==> config.mk <==
export PLATFORM = sky130hd
export DESIGN_NAME = set_assoc_cache_plru_tracker_unit
export DESIGN_NICKNAME = d
export VERILOG_FILES = /design/src/sacp_pkg.sv /design/src/sacp_lookup.sv /design/src/set_assoc_cache_plru_tracker_unit.sv
export SDC_FILE = /design/constraint.sdc
export NUM_CORES = 1
export LEC_CHECK = 0
export ABC_AREA = 1
export BUFFER_PORTS_ARGS = -buffer_cell sky130_fd_sc_hd__buf_2
export CORE_ASPECT_RATIO = 1.1
export CORE_MARGIN = 8
export CORE_UTILIZATION = 56
export CTS_CLUSTER_DIAMETER = 150
export CTS_CLUSTER_SIZE = 30
export DETAILED_ROUTE_END_ITERATION = 7
export PLACE_DENSITY_LB_ADDON = 0.1
export SLEW_MARGIN = 20
export SYNTH_ARGS = -nofsm -noshare
export SYNTH_HDL_FRONTEND = slang
export SYNTH_SLANG_ARGS = --single-unit
==> constraint.sdc <==
create_clock -name clock -period 6.27 [get_ports clock]
set_clock_uncertainty 0.15 [all_clocks]
set_input_delay 0.3135 -clock clock [delete_from_list [all_inputs] [get_ports clock]]
set_output_delay 0.3135 -clock clock [all_outputs]
set_load 0.005 [all_outputs]
==> src/sacp_pkg.sv <==
// Shared types and constant tables for the four-way set-associative cache tracker.
// Used by sacp_lookup and set_assoc_cache_plru_tracker_unit; no dependencies.
`timescale 1ns / 1ps

package sacp_pkg;

   localparam int WAYS     = 4;
   localparam int WAY_W    = 2;
   localparam int PLRU_W   = 3;
   localparam int COUNT_W  = 32;

   // Access kind on req_operation
   localparam logic OP_READ  = 1'b0;
   localparam logic OP_WRITE = 1'b1;

   // Victim way for each tree PLRU state
   localparam logic [WAY_W-1:0] PLRU_VICTIM [8] = '{
      2'd0, 2'd0, 2'd1, 2'd1, 2'd2, 2'd3, 2'd2, 2'd3
   };

   // Next PLRU state, indexed by {state, way used}
   localparam logic [PLRU_W-1:0] PLRU_NEXT [32] = '{
      3'd6, 3'd4, 3'd1, 3'd0, 3'd7, 3'd5, 3'd1, 3'd0,
      3'd6, 3'd4, 3'd3, 3'd2, 3'd7, 3'd5, 3'd3, 3'd2,
      3'd6, 3'd4, 3'd1, 3'd0, 3'd7, 3'd5, 3'd1, 3'd0,
      3'd6, 3'd4, 3'd3, 3'd2, 3'd7, 3'd5, 3'd3, 3'd2
   };

   // Outcome of one lookup
   typedef struct packed {
      logic             hit;
      logic [WAY_W-1:0] way;
      logic             write_back;
   } sacp_result_type;

endpackage

==> src/sacp_lookup.sv <==
// Tag compare, victim choice and row update for one set.
// Depends on sacp_pkg for the PLRU tables and the result struct.
`timescale 1ns / 1ps

module sacp_lookup #(
   parameter int TAG_W = 9
) (
   input  logic [TAG_W-1:0]                               tag,
   input  logic                                           operation,
   input  logic [sacp_pkg::WAYS*(TAG_W+2)+sacp_pkg::PLRU_W-1:0] row_in,
   output logic [sacp_pkg::WAYS*(TAG_W+2)+sacp_pkg::PLRU_W-1:0] row_out,
   output sacp_pkg::sacp_result_type                      result
);

   // Row layout: way w at [w*LINE_W +: LINE_W] as {valid, dirty, tag}, PLRU on top
   localparam int LINE_W = TAG_W + 2;
   localparam int PLRU_LSB = sacp_pkg::WAYS * LINE_W;

   logic [sacp_pkg::WAYS-1:0]    vld;
   logic [sacp_pkg::WAYS-1:0]    drt;
   logic [sacp_pkg::WAYS-1:0]    match;
   logic [sacp_pkg::PLRU_W-1:0]  plru;
   logic                         hit;
   logic                         any_free;
   logic [sacp_pkg::WAY_W-1:0]   hit_way;
   logic [sacp_pkg::WAY_W-1:0]   free_way;
   logic [sacp_pkg::WAY_W-1:0]   way;

   always_comb begin
      for (int w = 0; w < sacp_pkg::WAYS; w++) begin
         vld[w]   = row_in[w*LINE_W + TAG_W + 1];
         drt[w]   = row_in[w*LINE_W + TAG_W];
         match[w] = vld[w] && (row_in[w*LINE_W +: TAG_W] == tag);
      end
      plru = row_in[PLRU_LSB +: sacp_pkg::PLRU_W];
   end

   // Lowest-numbered way wins: scan from the top down
   always_comb begin
      hit      = 1'b0;
      any_free = 1'b0;
      hit_way  = '0;
      free_way = '0;
      for (int w = sacp_pkg::WAYS - 1; w >= 0; w--) begin
         if (match[w]) begin
            hit     = 1'b1;
            hit_way = sacp_pkg::WAY_W'(w);
         end
         if (!vld[w]) begin
            any_free = 1'b1;
            free_way = sacp_pkg::WAY_W'(w);
         end
      end
   end

   always_comb begin
      priority if (hit) begin
         way = hit_way;
      end else if (any_free) begin
         way = free_way;
      end else begin
         way = sacp_pkg::PLRU_VICTIM[plru];
      end
   end

   always_comb begin
      result.hit        = hit;
      result.way        = way;
      result.write_back = !hit && vld[way] && drt[way];

      row_out = row_in;
      if (!hit) begin
         row_out[int'(way)*LINE_W +: LINE_W] = {1'b1, 1'b0, tag};
      end
      if (operation == sacp_pkg::OP_WRITE) begin
         row_out[int'(way)*LINE_W + TAG_W] = 1'b1;
      end
      row_out[PLRU_LSB +: sacp_pkg::PLRU_W] = sacp_pkg::PLRU_NEXT[{plru, way}];
   end

endmodule

==> src/set_assoc_cache_plru_tracker_unit.sv <==
// Four-way set-associative cache tag tracker with tree PLRU replacement, top level.
// Holds the set memory, the lookup stage, the counters and the response register.
// Depends on sacp_pkg and sacp_lookup.
//
//   channel | direction | words                               | handshake
//   req     | in        | address, operation                  | req_valid / req_stall
//   rsp     | out       | hit, way, write_back, five counters | rsp_valid / rsp_stall
//
// One access per cycle sustained while rsp_stall is low; after acceptance a response word
// passes the set memory read, then lookup and write-back into the response register.
// Back-to-back accesses to one set are forwarded from the write-back path.
// After reset a clearing pass zeroes the set memory, one set a cycle, with req_stall high.
// rsp_stall holds the response register and, once the lookup stage is full, raises req_stall.
`timescale 1ns / 1ps

module set_assoc_cache_plru_tracker_unit #(
   parameter int NUM_SETS    = 16,
   parameter int OFFSET_BITS = 3,
   parameter int ADDR_BITS   = 16
) (
   input  logic                             clock,
   input  logic                             reset,

   input  logic                             req_valid,
   output logic                             req_stall,
   input  logic [ADDR_BITS-1:0]             req_address,
   input  logic                             req_operation,

   output logic                             rsp_valid,
   input  logic                             rsp_stall,
   output logic                             rsp_hit,
   output logic [sacp_pkg::WAY_W-1:0]       rsp_way,
   output logic                             rsp_write_back,
   output logic [sacp_pkg::COUNT_W-1:0]     rsp_read_count,
   output logic [sacp_pkg::COUNT_W-1:0]     rsp_write_count,
   output logic [sacp_pkg::COUNT_W-1:0]     rsp_hit_count,
   output logic [sacp_pkg::COUNT_W-1:0]     rsp_miss_count,
   output logic [sacp_pkg::COUNT_W-1:0]     rsp_writeback_count
);

   localparam int IDX_W   = $clog2(NUM_SETS);
   localparam int TAG_RAW = ADDR_BITS - OFFSET_BITS - IDX_W;
   localparam int TAG_W   = (TAG_RAW > 0) ? TAG_RAW : 1;
   localparam int ROW_W   = sacp_pkg::WAYS * (TAG_W + 2) + sacp_pkg::PLRU_W;
   localparam int CW      = sacp_pkg::COUNT_W;

   logic [IDX_W-1:0]  req_set;
   logic [TAG_W-1:0]  req_tag;
   logic              req_accept;

   logic              clr_active_ff;
   logic [IDX_W-1:0]  clr_idx_ff;

   logic [ROW_W-1:0]  set_mem [NUM_SETS];
   logic [ROW_W-1:0]  rd_row_ff;
   logic [ROW_W-1:0]  fwd_row_ff;
   logic              fwd_sel_ff;

   logic              s1_valid_ff;
   logic [IDX_W-1:0]  s1_set_ff;
   logic [TAG_W-1:0]  s1_tag_ff;
   logic              s1_op_ff;
   logic              s1_adv;
   logic              s1_fire;
   logic [ROW_W-1:0]  s1_row;
   logic [ROW_W-1:0]  s1_row_new;

   sacp_pkg::sacp_result_type s1_result;

   logic [CW-1:0] read_cnt_ff, write_cnt_ff, hit_cnt_ff, miss_cnt_ff, wb_cnt_ff;
   logic [CW-1:0] read_cnt_in, write_cnt_in, hit_cnt_in, miss_cnt_in, wb_cnt_in;

   logic              rsp_valid_ff;
   sacp_pkg::sacp_result_type rsp_result_ff;
   logic [CW-1:0] rsp_read_ff, rsp_write_ff, rsp_hit_cnt_ff, rsp_miss_ff, rsp_wb_ff;

   // Address split; shifts keep every parameter corner in range
   assign req_set = IDX_W'(req_address >> OFFSET_BITS) & IDX_W'(NUM_SETS - 1);
   assign req_tag = TAG_W'(req_address >> (OFFSET_BITS + IDX_W));

   assign s1_adv     = !rsp_valid_ff || !rsp_stall;
   assign s1_fire    = s1_valid_ff && s1_adv;
   assign req_stall  = clr_active_ff || (s1_valid_ff && !s1_adv);
   assign req_accept = req_valid && !req_stall;

   // Clearing pass after reset
   always_ff @(posedge clock) begin
      if (reset) begin
         clr_active_ff <= 1'b1;
         clr_idx_ff    <= '0;
      end else if (clr_active_ff) begin
         clr_idx_ff <= clr_idx_ff + 1'b1;
         if (clr_idx_ff == IDX_W'(NUM_SETS - 1)) begin
            clr_active_ff <= 1'b0;
         end
      end
   end

   // Set memory: one write port, one registered read port
   always_ff @(posedge clock) begin
      if (clr_active_ff) begin
         set_mem[clr_idx_ff] <= '0;
      end else if (s1_fire) begin
         set_mem[s1_set_ff] <= s1_row_new;
      end
   end

   always_ff @(posedge clock) begin
      if (req_accept) begin
         rd_row_ff  <= set_mem[req_set];
         fwd_row_ff <= s1_row_new;
      end
   end

   // Read returns the old row when the previous word writes the same set
   always_ff @(posedge clock) begin
      if (reset) begin
         fwd_sel_ff <= 1'b0;
      end else if (req_accept) begin
         fwd_sel_ff <= s1_fire && (s1_set_ff == req_set);
      end
   end

   always_ff @(posedge clock) begin
      if (reset) begin
         s1_valid_ff <= 1'b0;
      end else if (req_accept) begin
         s1_valid_ff <= 1'b1;
      end else if (s1_fire) begin
         s1_valid_ff <= 1'b0;
      end
   end

   always_ff @(posedge clock) begin
      if (req_accept) begin
         s1_set_ff <= req_set;
         s1_tag_ff <= req_tag;
         s1_op_ff  <= req_operation;
      end
   end

   assign s1_row = fwd_sel_ff ? fwd_row_ff : rd_row_ff;

   sacp_lookup #(
      .TAG_W (TAG_W)
   ) u_lookup (
      .tag       (s1_tag_ff),
      .operation (s1_op_ff),
      .row_in    (s1_row),
      .row_out   (s1_row_new),
      .result    (s1_result)
   );

   always_comb begin
      read_cnt_in  = read_cnt_ff  + CW'(s1_op_ff == sacp_pkg::OP_READ);
      write_cnt_in = write_cnt_ff + CW'(s1_op_ff == sacp_pkg::OP_WRITE);
      hit_cnt_in   = hit_cnt_ff   + CW'(s1_result.hit);
      miss_cnt_in  = miss_cnt_ff  + CW'(!s1_result.hit);
      wb_cnt_in    = wb_cnt_ff    + CW'(s1_result.write_back);
   end

   always_ff @(posedge clock) begin
      if (reset) begin
         read_cnt_ff  <= '0;
         write_cnt_ff <= '0;
         hit_cnt_ff   <= '0;
         miss_cnt_ff  <= '0;
         wb_cnt_ff    <= '0;
      end else if (s1_fire) begin
         read_cnt_ff  <= read_cnt_in;
         write_cnt_ff <= write_cnt_in;
         hit_cnt_ff   <= hit_cnt_in;
         miss_cnt_ff  <= miss_cnt_in;
         wb_cnt_ff    <= wb_cnt_in;
      end
   end

   // Response register
   always_ff @(posedge clock) begin
      if (reset) begin
         rsp_valid_ff <= 1'b0;
      end else if (s1_fire) begin
         rsp_valid_ff <= 1'b1;
      end else if (!rsp_stall) begin
         rsp_valid_ff <= 1'b0;
      end
   end

   always_ff @(posedge clock) begin
      if (s1_fire) begin
         rsp_result_ff  <= s1_result;
         rsp_read_ff    <= read_cnt_in;
         rsp_write_ff   <= write_cnt_in;
         rsp_hit_cnt_ff <= hit_cnt_in;
         rsp_miss_ff    <= miss_cnt_in;
         rsp_wb_ff      <= wb_cnt_in;
      end
   end

   assign rsp_valid           = rsp_valid_ff;
   assign rsp_hit             = rsp_result_ff.hit;
   assign rsp_way             = rsp_result_ff.way;
   assign rsp_write_back      = rsp_result_ff.write_back;
   assign rsp_read_count      = rsp_read_ff;
   assign rsp_write_count     = rsp_write_ff;
   assign rsp_hit_count       = rsp_hit_cnt_ff;
   assign rsp_miss_count      = rsp_miss_ff;
   assign rsp_writeback_count = rsp_wb_ff;

   // Every access is either a hit or a miss
   a_count_balance: assert property (@(posedge clock) disable iff (reset)
      CW'(hit_cnt_ff + miss_cnt_ff) == CW'(read_cnt_ff + write_cnt_ff))
      else $error("hit plus miss count differs from access count");

   // No word in the lookup stage while the memory is being cleared
   a_clear_idle: assert property (@(posedge clock) disable iff (reset)
      clr_active_ff |-> !s1_valid_ff)
      else $error("lookup stage busy during clearing pass");

   // A hit never evicts
   a_hit_no_wb: assert property (@(posedge clock) disable iff (reset)
      s1_valid_ff |-> !(s1_result.hit && s1_result.write_back))
      else $error("write-back flagged on a hit");

   // A held lookup keeps its set until it moves on
   a_s1_hold: assert property (@(posedge clock) disable iff (reset)
      s1_valid_ff && !s1_adv |=> s1_valid_ff && $stable(s1_set_ff))
      else $error("stalled lookup lost its set");

endmodule
==> results of run 1 <==
[cell usage in the layout (no fill, tap or decap), drive strengths merged]
master and count:
ha 19, buf 252, xnor2 6, inv 392, nand3b 1, a211oi 3
a31oi 1, o32ai 27, o21bai 1, nor4 19, clkbuf 63, and3 4
o211ai 28, edfxtp 1024, a21oi 133, and2 5, nor3 50, a31o 1
nor2 585, nand3 194, dfxtp 168, xor2 140, nand4 35, nand2 589
mux2i 163, dlygate4sd3 12, nor4b 1, nor3b 2, o21a 1, o21ai 363
or2 3, o221ai 161
[sequential cells by signal, summed over array words and instances, names as in the netlist, 9 cells and up]
register,count
set_mem,752
fwd_row_ff,47
rd_row_ff,47
hit_cnt_ff,32
miss_cnt_ff,32
read_cnt_ff,32
rsp_hit_count,32
rsp_miss_count,32
rsp_read_count,32
rsp_write_count,32
rsp_writeback_count,32
wb_cnt_ff,32
write_cnt_ff,32
s1_tag_ff,9
[through the flow]
stage | util | hold slack (ps)
after floorplan | - | 262
after CTS | 0.604 | 72.2
after detailed placement | 0.589 | 340
after global routing | 0.604 | 119
final | 0.604 | 107
after global placement | 0.589 | 336
[worst max-delay path by stage]
stage	cells past startpoint	slack, ps	start	to
final	24	1020	fwd_sel_ff$_SDFFE_PP0P_	rsp_writeback_count[28]$_DFFE_PP_
after global routing	26	610	fwd_sel_ff$_SDFFE_PP0P_	wb_cnt_ff[28]$_SDFFE_PP0P_
after CTS	24	1090	fwd_sel_ff$_SDFFE_PP0P_	rsp_writeback_count[28]$_DFFE_PP_
after detailed placement	24	1120	fwd_sel_ff$_SDFFE_PP0P_	rsp_writeback_count[28]$_DFFE_PP_
after global placement	24	1200	fwd_sel_ff$_SDFFE_PP0P_	rsp_writeback_count[28]$_DFFE_PP_
after floorplan	10	2010	rsp_stall	set_mem[0][0]$_DFFE_PP_
[repair_timing]
| action | 4_1_cts | 5_1_grt |
|---|---|---|
| hold buffers | 12 | 0 |
| hold endpoints to repair | 13 | 0 |
| setup endpoints to repair | 0 | 0 |
[layer usage]
metal | GRT usage | share of wire
met5 | 0 | 0.00011
met2 | 0.386 | 0.47
met4 | 0.0588 | 0.025
met1 | 0.324 | 0.43
met3 | 0.0284 | 0.066
[worst max-delay path, cell delays in order (launching register included)]
cell	delay [ps]
dfxtp_2	390
buf_4	390
nand2_1	90
nand2_1	210
nand2_1	130
inv_1	60
nand2_1	50
nor2_1	80
nand3_1	130
nand3_2	130
nand2_2	180
inv_1	210
o21ai_0	120
a31oi_1	420
ha_1	270
ha_1	190
nand3_1	140
nor3_2	250
inv_1	70
nor2_1	230
nand4_1	240
nor3_2	430
nand2_1	180
o21ai_1	190
nand2_1	70
[cell type report]
class	instances	area, µm²
inverter	391	1480
fill	7200	35300
clock inverter	1	8.76
sequential	1192	34100
multi-input combinational	2535	13800
clock buffer	63	1190
timing repair buffer	264	1700
tap	1170	1460
[where the power goes]
group	switching (mW)	total [mW]	leakage [nW]	internal, mW
Sequential	0.0220	8.63	11.0	8.61
Combinational	0.385	0.530	9.05	0.145
Clock	2.27	3.63	0.580	1.35
Total	2.68	12.8	20.6	10.1
[logic make-up after synthesis]
group / count (synthesis) / share of synthesized area
AO/OA/AOI/OAI: 719 / 0.0876
XOR/XNOR: 146 / 0.0255
adder cells (fa/ha/maj): 19 / 0.00474
buffers and inverters: 618 / 0.0476
flip-flops: 1192 / 0.680
multiplexers: 163 / 0.0325
AND/OR/NAND/NOR: 1488 / 0.122
==> impl_metrics.json, run 1 <==
{
  "status": "finished clean",
  "yosysMostFrequentCell": "edfxtp_1",
  "synth_top_flop_cell": "edfxtp_1",
  "ys_async_sr_fraction": 0,
  "clk_path_buf_depth": 3,
  "synth_top_area_share": 0.613,
  "setup_viol": 0,
  "crit_path_max_fanout": 35,
  "synthCells": 4345,
  "rows": 115,
  "synth-edff-count": 1024,
  "placed_area_um2": 52500,
  "rrSetupSlack_ps": 1020,
  "worst-slew-pin-transition_ps": 1090,
  "ant_nets": 0,
  "drt_iter0_markers": 2969,
  "hold_violations": 0,
  "syn_nets": 4385,
  "r2r-start": "fwd_sel_ff$_SDFFE_PP0P_",
  "hold_path.class": "in -> reg",
  "numCtsBuffers": 45,
  "place.gp.congestion": 0.938,
  "hold_end": "fwd_sel_ff$_SDFFE_PP0P_",
  "cts_resized": 0,
  "core-area_um2": 89100,
  "crit_path_start_kind": "flop",
  "die_h_um": 330,
  "pwr_density_cell_nw_per_um2": 238,
  "whs_path_depth": 2,
  "max_freq_ghz": 0.190,
  "clkLatencyLatePin_ps": 660,
  "io_buffers": 183,
  "initial_core_util": 0.564,
  "path_class": "reg -> reg",
  "clk_root_buffer_cell": "clkbuf_16",
  "maxCapViolations": 0,
  "ys_ff_latch": 1192,
  "area_delta_synth_final_pct": 7.18,
  "yosysTopAreaCell": "edfxtp_1",
  "cts_sinks": 1192,
  "drt_wl_total_um": 119000,
  "dpl_worst_slack_ps": 1120,
  "cp.required_ps": 6540,
  "overflow": 0,
  "h-tree-depth": 2,
  "grt_max_degree": 189,
  "grt_antenna_before_repair": 1,
  "synth_warnings": 0,
  "finalPower_mw": 12.8,
  "num_io_pins": 187,
  "drc": 0,
  "netlist_area_um2": 50200,
  "vdd_ir_drop_max_mv": 0.317,
  "postCtsSetupBuffers": 0,
  "final_cell_count_no_fill": 5616,
  "period_needed_ps": 5250,
  "dieArea_um2": 99500,
  "fin_nets": 4469,
  "p_leak_nw": 20.6,
  "post_synth_num_cell_types": 44,
  "fin_crit_sh": 0.838,
  "place.detailed.instances": 5540,
  "grt_pass1_wl_um": 180000,
  "die_w_um": 301,
  "cts_tree": "yes",
  "firstDrtPassIters": 6,
  "r2r-end": "rsp_writeback_count[28]$_DFFE_PP_",
  "diodes": 0,
  "final_max_slew_viol_count": 0,
  "grt_setup_unrepaired": "no",
  "drive_gt1_frac": 0.0796,
  "grt_pass1_vias": 30526,
  "r2r_cells": 24,
  "synthTopCellsByArea": "edfxtp_1, dfxtp_1, nand2_1, nor2_1, o21ai_0",
  "dpl.hpwl_um": 69400,
  "synth_area_per_cell_um2": 11.6,
  "cts.clk_slew.worst_paths_ps": 110,
  "worst_slack_ps": 1020,
  "arrival_ps": 5520,
  "yosys-top-cells-count": "edfxtp_1, nand2_1, nor2_1",
  "fin_area_um2": 53800,
  "min_from": "reset",
  "post_drt_wl_per_cell_um": 21.1,
  "viasPerCell": 5.76,
  "ys_seq_area_frac": 0.680,
  "tns_ps": 0,
  "num_vias": 32363,
  "endpoint_kind": "flop",
  "grt_util_all_layers": 0.232,
  "slew_headroom": 0.270
}
Power figures use the tool's default switching activity.
==> inputs of run 2 (changes only) <==
CORE_UTILIZATION = 62   (was 56)
clock period = 4.9 ns   (was 6.27 ns; I/O delays follow)
==> run 2 against run 1 <==
Against the previous run: routed wire length up 0.50%; worst hold slack worse by 57 ps; critical endpoint is now wb_cnt_ff[24]$_SDFFE_PP0P_; via count up 2.4%; global-route usage up 2.4 points; flip-flop and latch count unchanged; design area up 0.75%; combinational power up 33%; largest cell class unchanged; sequential power up 27%; clock-buffer cell count up 10; critical path depth unchanged; final cell count down 1.1%; sequential share of layout area down 0.47 points.
==> impl_metrics.json, run 2 (synthesis gave the netlist of run 1 again) <==
{
  "endpoint_kind": "flop",
  "path_cells": "inv_1 -> nand3_1 -> nand2_1 -> nand2_1 -> nor2_1 -> nand3_1 -> nand3_2 -> nand2_2 -> inv_1 -> o21ai_0 -> a31oi_2 -> ha_2 -> ha_1 -> nand3_1 -> nor3_4 -> inv_1 -> nor2_2 -> nand4_1 -> nor3_4 -> buf_4 -> nand2_1 -> xor2_1 -> o21ai_0 -> inv_1",
  "cpPeakStageDelay_ps": 620,
  "fin_area_um2": 54200,
  "dpl.hpwl_um": 71400,
  "status": "finished clean",
  "clk_path_buf_depth": 3,
  "hold_violations": 0,
  "finalPower_mw": 16.4,
  "grt_max_degree": 173,
  "tns_ps": 0,
  "vdd_ir_drop_max_mv": 0.451,
  "initial_core_util": 0.625,
  "post_drt_wl_per_cell_um": 21.4,
  "grt_pass1_vias": 31153,
  "clkLatencyLatePin_ps": 650,
  "place.detailed.instances": 5465,
  "reg.largest.list": "set_mem: 752 flops, fwd_row_ff: 47 flops, rd_row_ff: 47 flops",
  "p_leak_nw": 20.9,
  "period_needed_ps": 4540,
  "cts.clk_slew.worst_paths_ps": 120,
  "cp_num_buf_inv": 5,
  "fin_crit_sh": 0.927,
  "critPathTopFamily": "simple AND/OR/NAND/NOR gates",
  "core-area_um2": 80300,
  "slew_headroom": 0.258,
  "whs_path_depth": 1,
  "h-tree-depth": 2,
  "hold_end": "s1_set_ff[1]$_DFFE_PP_",
  "numCtsBuffers": 45,
  "placed_area_um2": 52700,
  "firstDrtPassIters": 7,
  "viasPerCell": 5.96,
  "die_w_um": 287,
  "num_vias": 33130,
  "fin_nets": 4512,
  "largest_register_ffs": 752,
  "grt_setup_unrepaired": "yes",
  "crit_path_max_fanout": 10,
  "ant_nets": 0,
  "cts_sinks": 1192,
  "drt_wl_total_um": 119000,
  "drt_iter0_markers": 3689,
  "r2r-start": "s1_tag_ff[5]$_DFFE_PP_",
  "arrival_ps": 4940,
  "crit_path_start_kind": "flop",
  "crit_path_frequent_cell": "inv_1",
  "die_h_um": 314,
  "cp_slowest_cell": "edfxtp_1",
  "rrSetupSlack_ps": 360,
  "pwr_density_cell_nw_per_um2": 303,
  "hold_path.class": "in -> reg",
  "min_from": "req_address[4]",
  "place.gp.congestion": 1.02,
  "num_io_pins": 187,
  "grt_antenna_before_repair": 0,
  "rows": 109,
  "area_delta_synth_final_pct": 7.99,
  "overflow": 0,
  "cp.required_ps": 5300,
  "final_max_slew_viol_count": 0,
  "grt_pass1_wl_um": 181000,
  "drc": 0,
  "final_cell_count_no_fill": 5557,
  "worst-slew-pin-transition_ps": 1110,
  "path_class": "reg -> reg",
  "grt_util_all_layers": 0.256,
  "r2r_cells": 24,
  "layout_commonest_cell": "edfxtp_1",
  "fillers": 5968,
  "drive_gt1_frac": 0.0893,
  "setup_viol": 0,
  "maxCapViolations": 0,
  "cts_tree": "yes",
  "clk_root_buffer_cell": "clkbuf_16",
  "io_buffers": 183,
  "r2r-end": "wb_cnt_ff[24]$_SDFFE_PP0P_",
  "mostFrequentLayoutCells": "edfxtp_1, nand2_1, nor2_1, inv_1, o21ai_0",
  "regMostFlops": "set_mem",
  "dieArea_um2": 90300,
  "max_freq_ghz": 0.220
}
run 2: through the flow:
stage	utilization	hold slack (ps)	setup WS, ps
after floorplan	-	194	648
after CTS	0.674	76.1	120
after global placement	0.656	277	273
final	0.675	50.1	357
after global routing	0.675	92.3	-39.3
after detailed placement	0.656	277	123
run 2: power breakdown:
group / internal [mW] / switching (mW) / total (mW)
Clock: 1.82 / 2.88 / 4.70
Combinational: 0.198 / 0.504 / 0.703
Sequential: 11.0 / 0.0282 / 11.0
Total: 13.0 / 3.42 / 16.4
run 2: worst register-to-register path, delay by kind of cell (launching register included):
family / cells / cell delay (ps)
XOR/XNOR: 1 / 150
AO/OA/AOI/OAI: 3 / 570
adder cells (fa/ha/maj): 2 / 430
flip-flops: 1 / 620
AND/OR/NAND/NOR: 13 / 1810
buffers and inverters: 5 / 700
run 2: layout make-up:
| class | count | area [µm²] | share of cell area |
|---|---|---|---|
| flip-flops and latches | 1192 | 34100 | 0.629 |
| clock inverters | 2 | 17.5 | 0.000323 |
| well taps | 1054 | 1320 | 0.0243 |
| diodes | 3 | 7.51 | 0.000138 |
| multi-input cells | 2535 | 13900 | 0.256 |
| inverters | 391 | 1490 | 0.0274 |
| repair buffers | 307 | 2130 | 0.0394 |
| clock buffers | 73 | 1270 | 0.0235 |
run 2: metal layers:
metal | track usage | part of all wire | vias to the layer above
met5 | 0 | 0 | -
met2 | 0.435 | 0.49 | 1294
li1 | - | - | 15483
met3 | 0.0245 | 0.068 | 205
met4 | 0.0705 | 0.027 | 0
met1 | 0.352 | 0.41 | 16148
run 2: worst max path at each step:
stage / startpoint / end / slack [ps] / cells after the start
after floorplan: rsp_valid$_SDFFE_PP0P_ / set_mem[0][0]$_DFFE_PP_ / 650 / 10
after global placement: fwd_sel_ff$_SDFFE_PP0P_ / wb_cnt_ff[24]$_SDFFE_PP0P_ / 270 / 27
after detailed placement: fwd_sel_ff$_SDFFE_PP0P_ / wb_cnt_ff[24]$_SDFFE_PP0P_ / 120 / 27
after CTS: fwd_sel_ff$_SDFFE_PP0P_ / wb_cnt_ff[24]$_SDFFE_PP0P_ / 120 / 27
after global routing: fwd_sel_ff$_SDFFE_PP0P_ / wb_cnt_ff[22]$_SDFFE_PP0P_ / -40 / 27
final: s1_tag_ff[5]$_DFFE_PP_ / wb_cnt_ff[24]$_SDFFE_PP0P_ / 360 / 24
run 2: what timing repair did:
| action | 4_1_cts | 5_1_grt |
|---|---|---|
| gates resized for setup | 0 | 12 |
| endpoints found under the setup margin | 0 | 110 |
| hold endpoints to repair | 13 | 0 |
| buffers inserted | 0 | 2 |
| hold buffers | 12 | 0 |
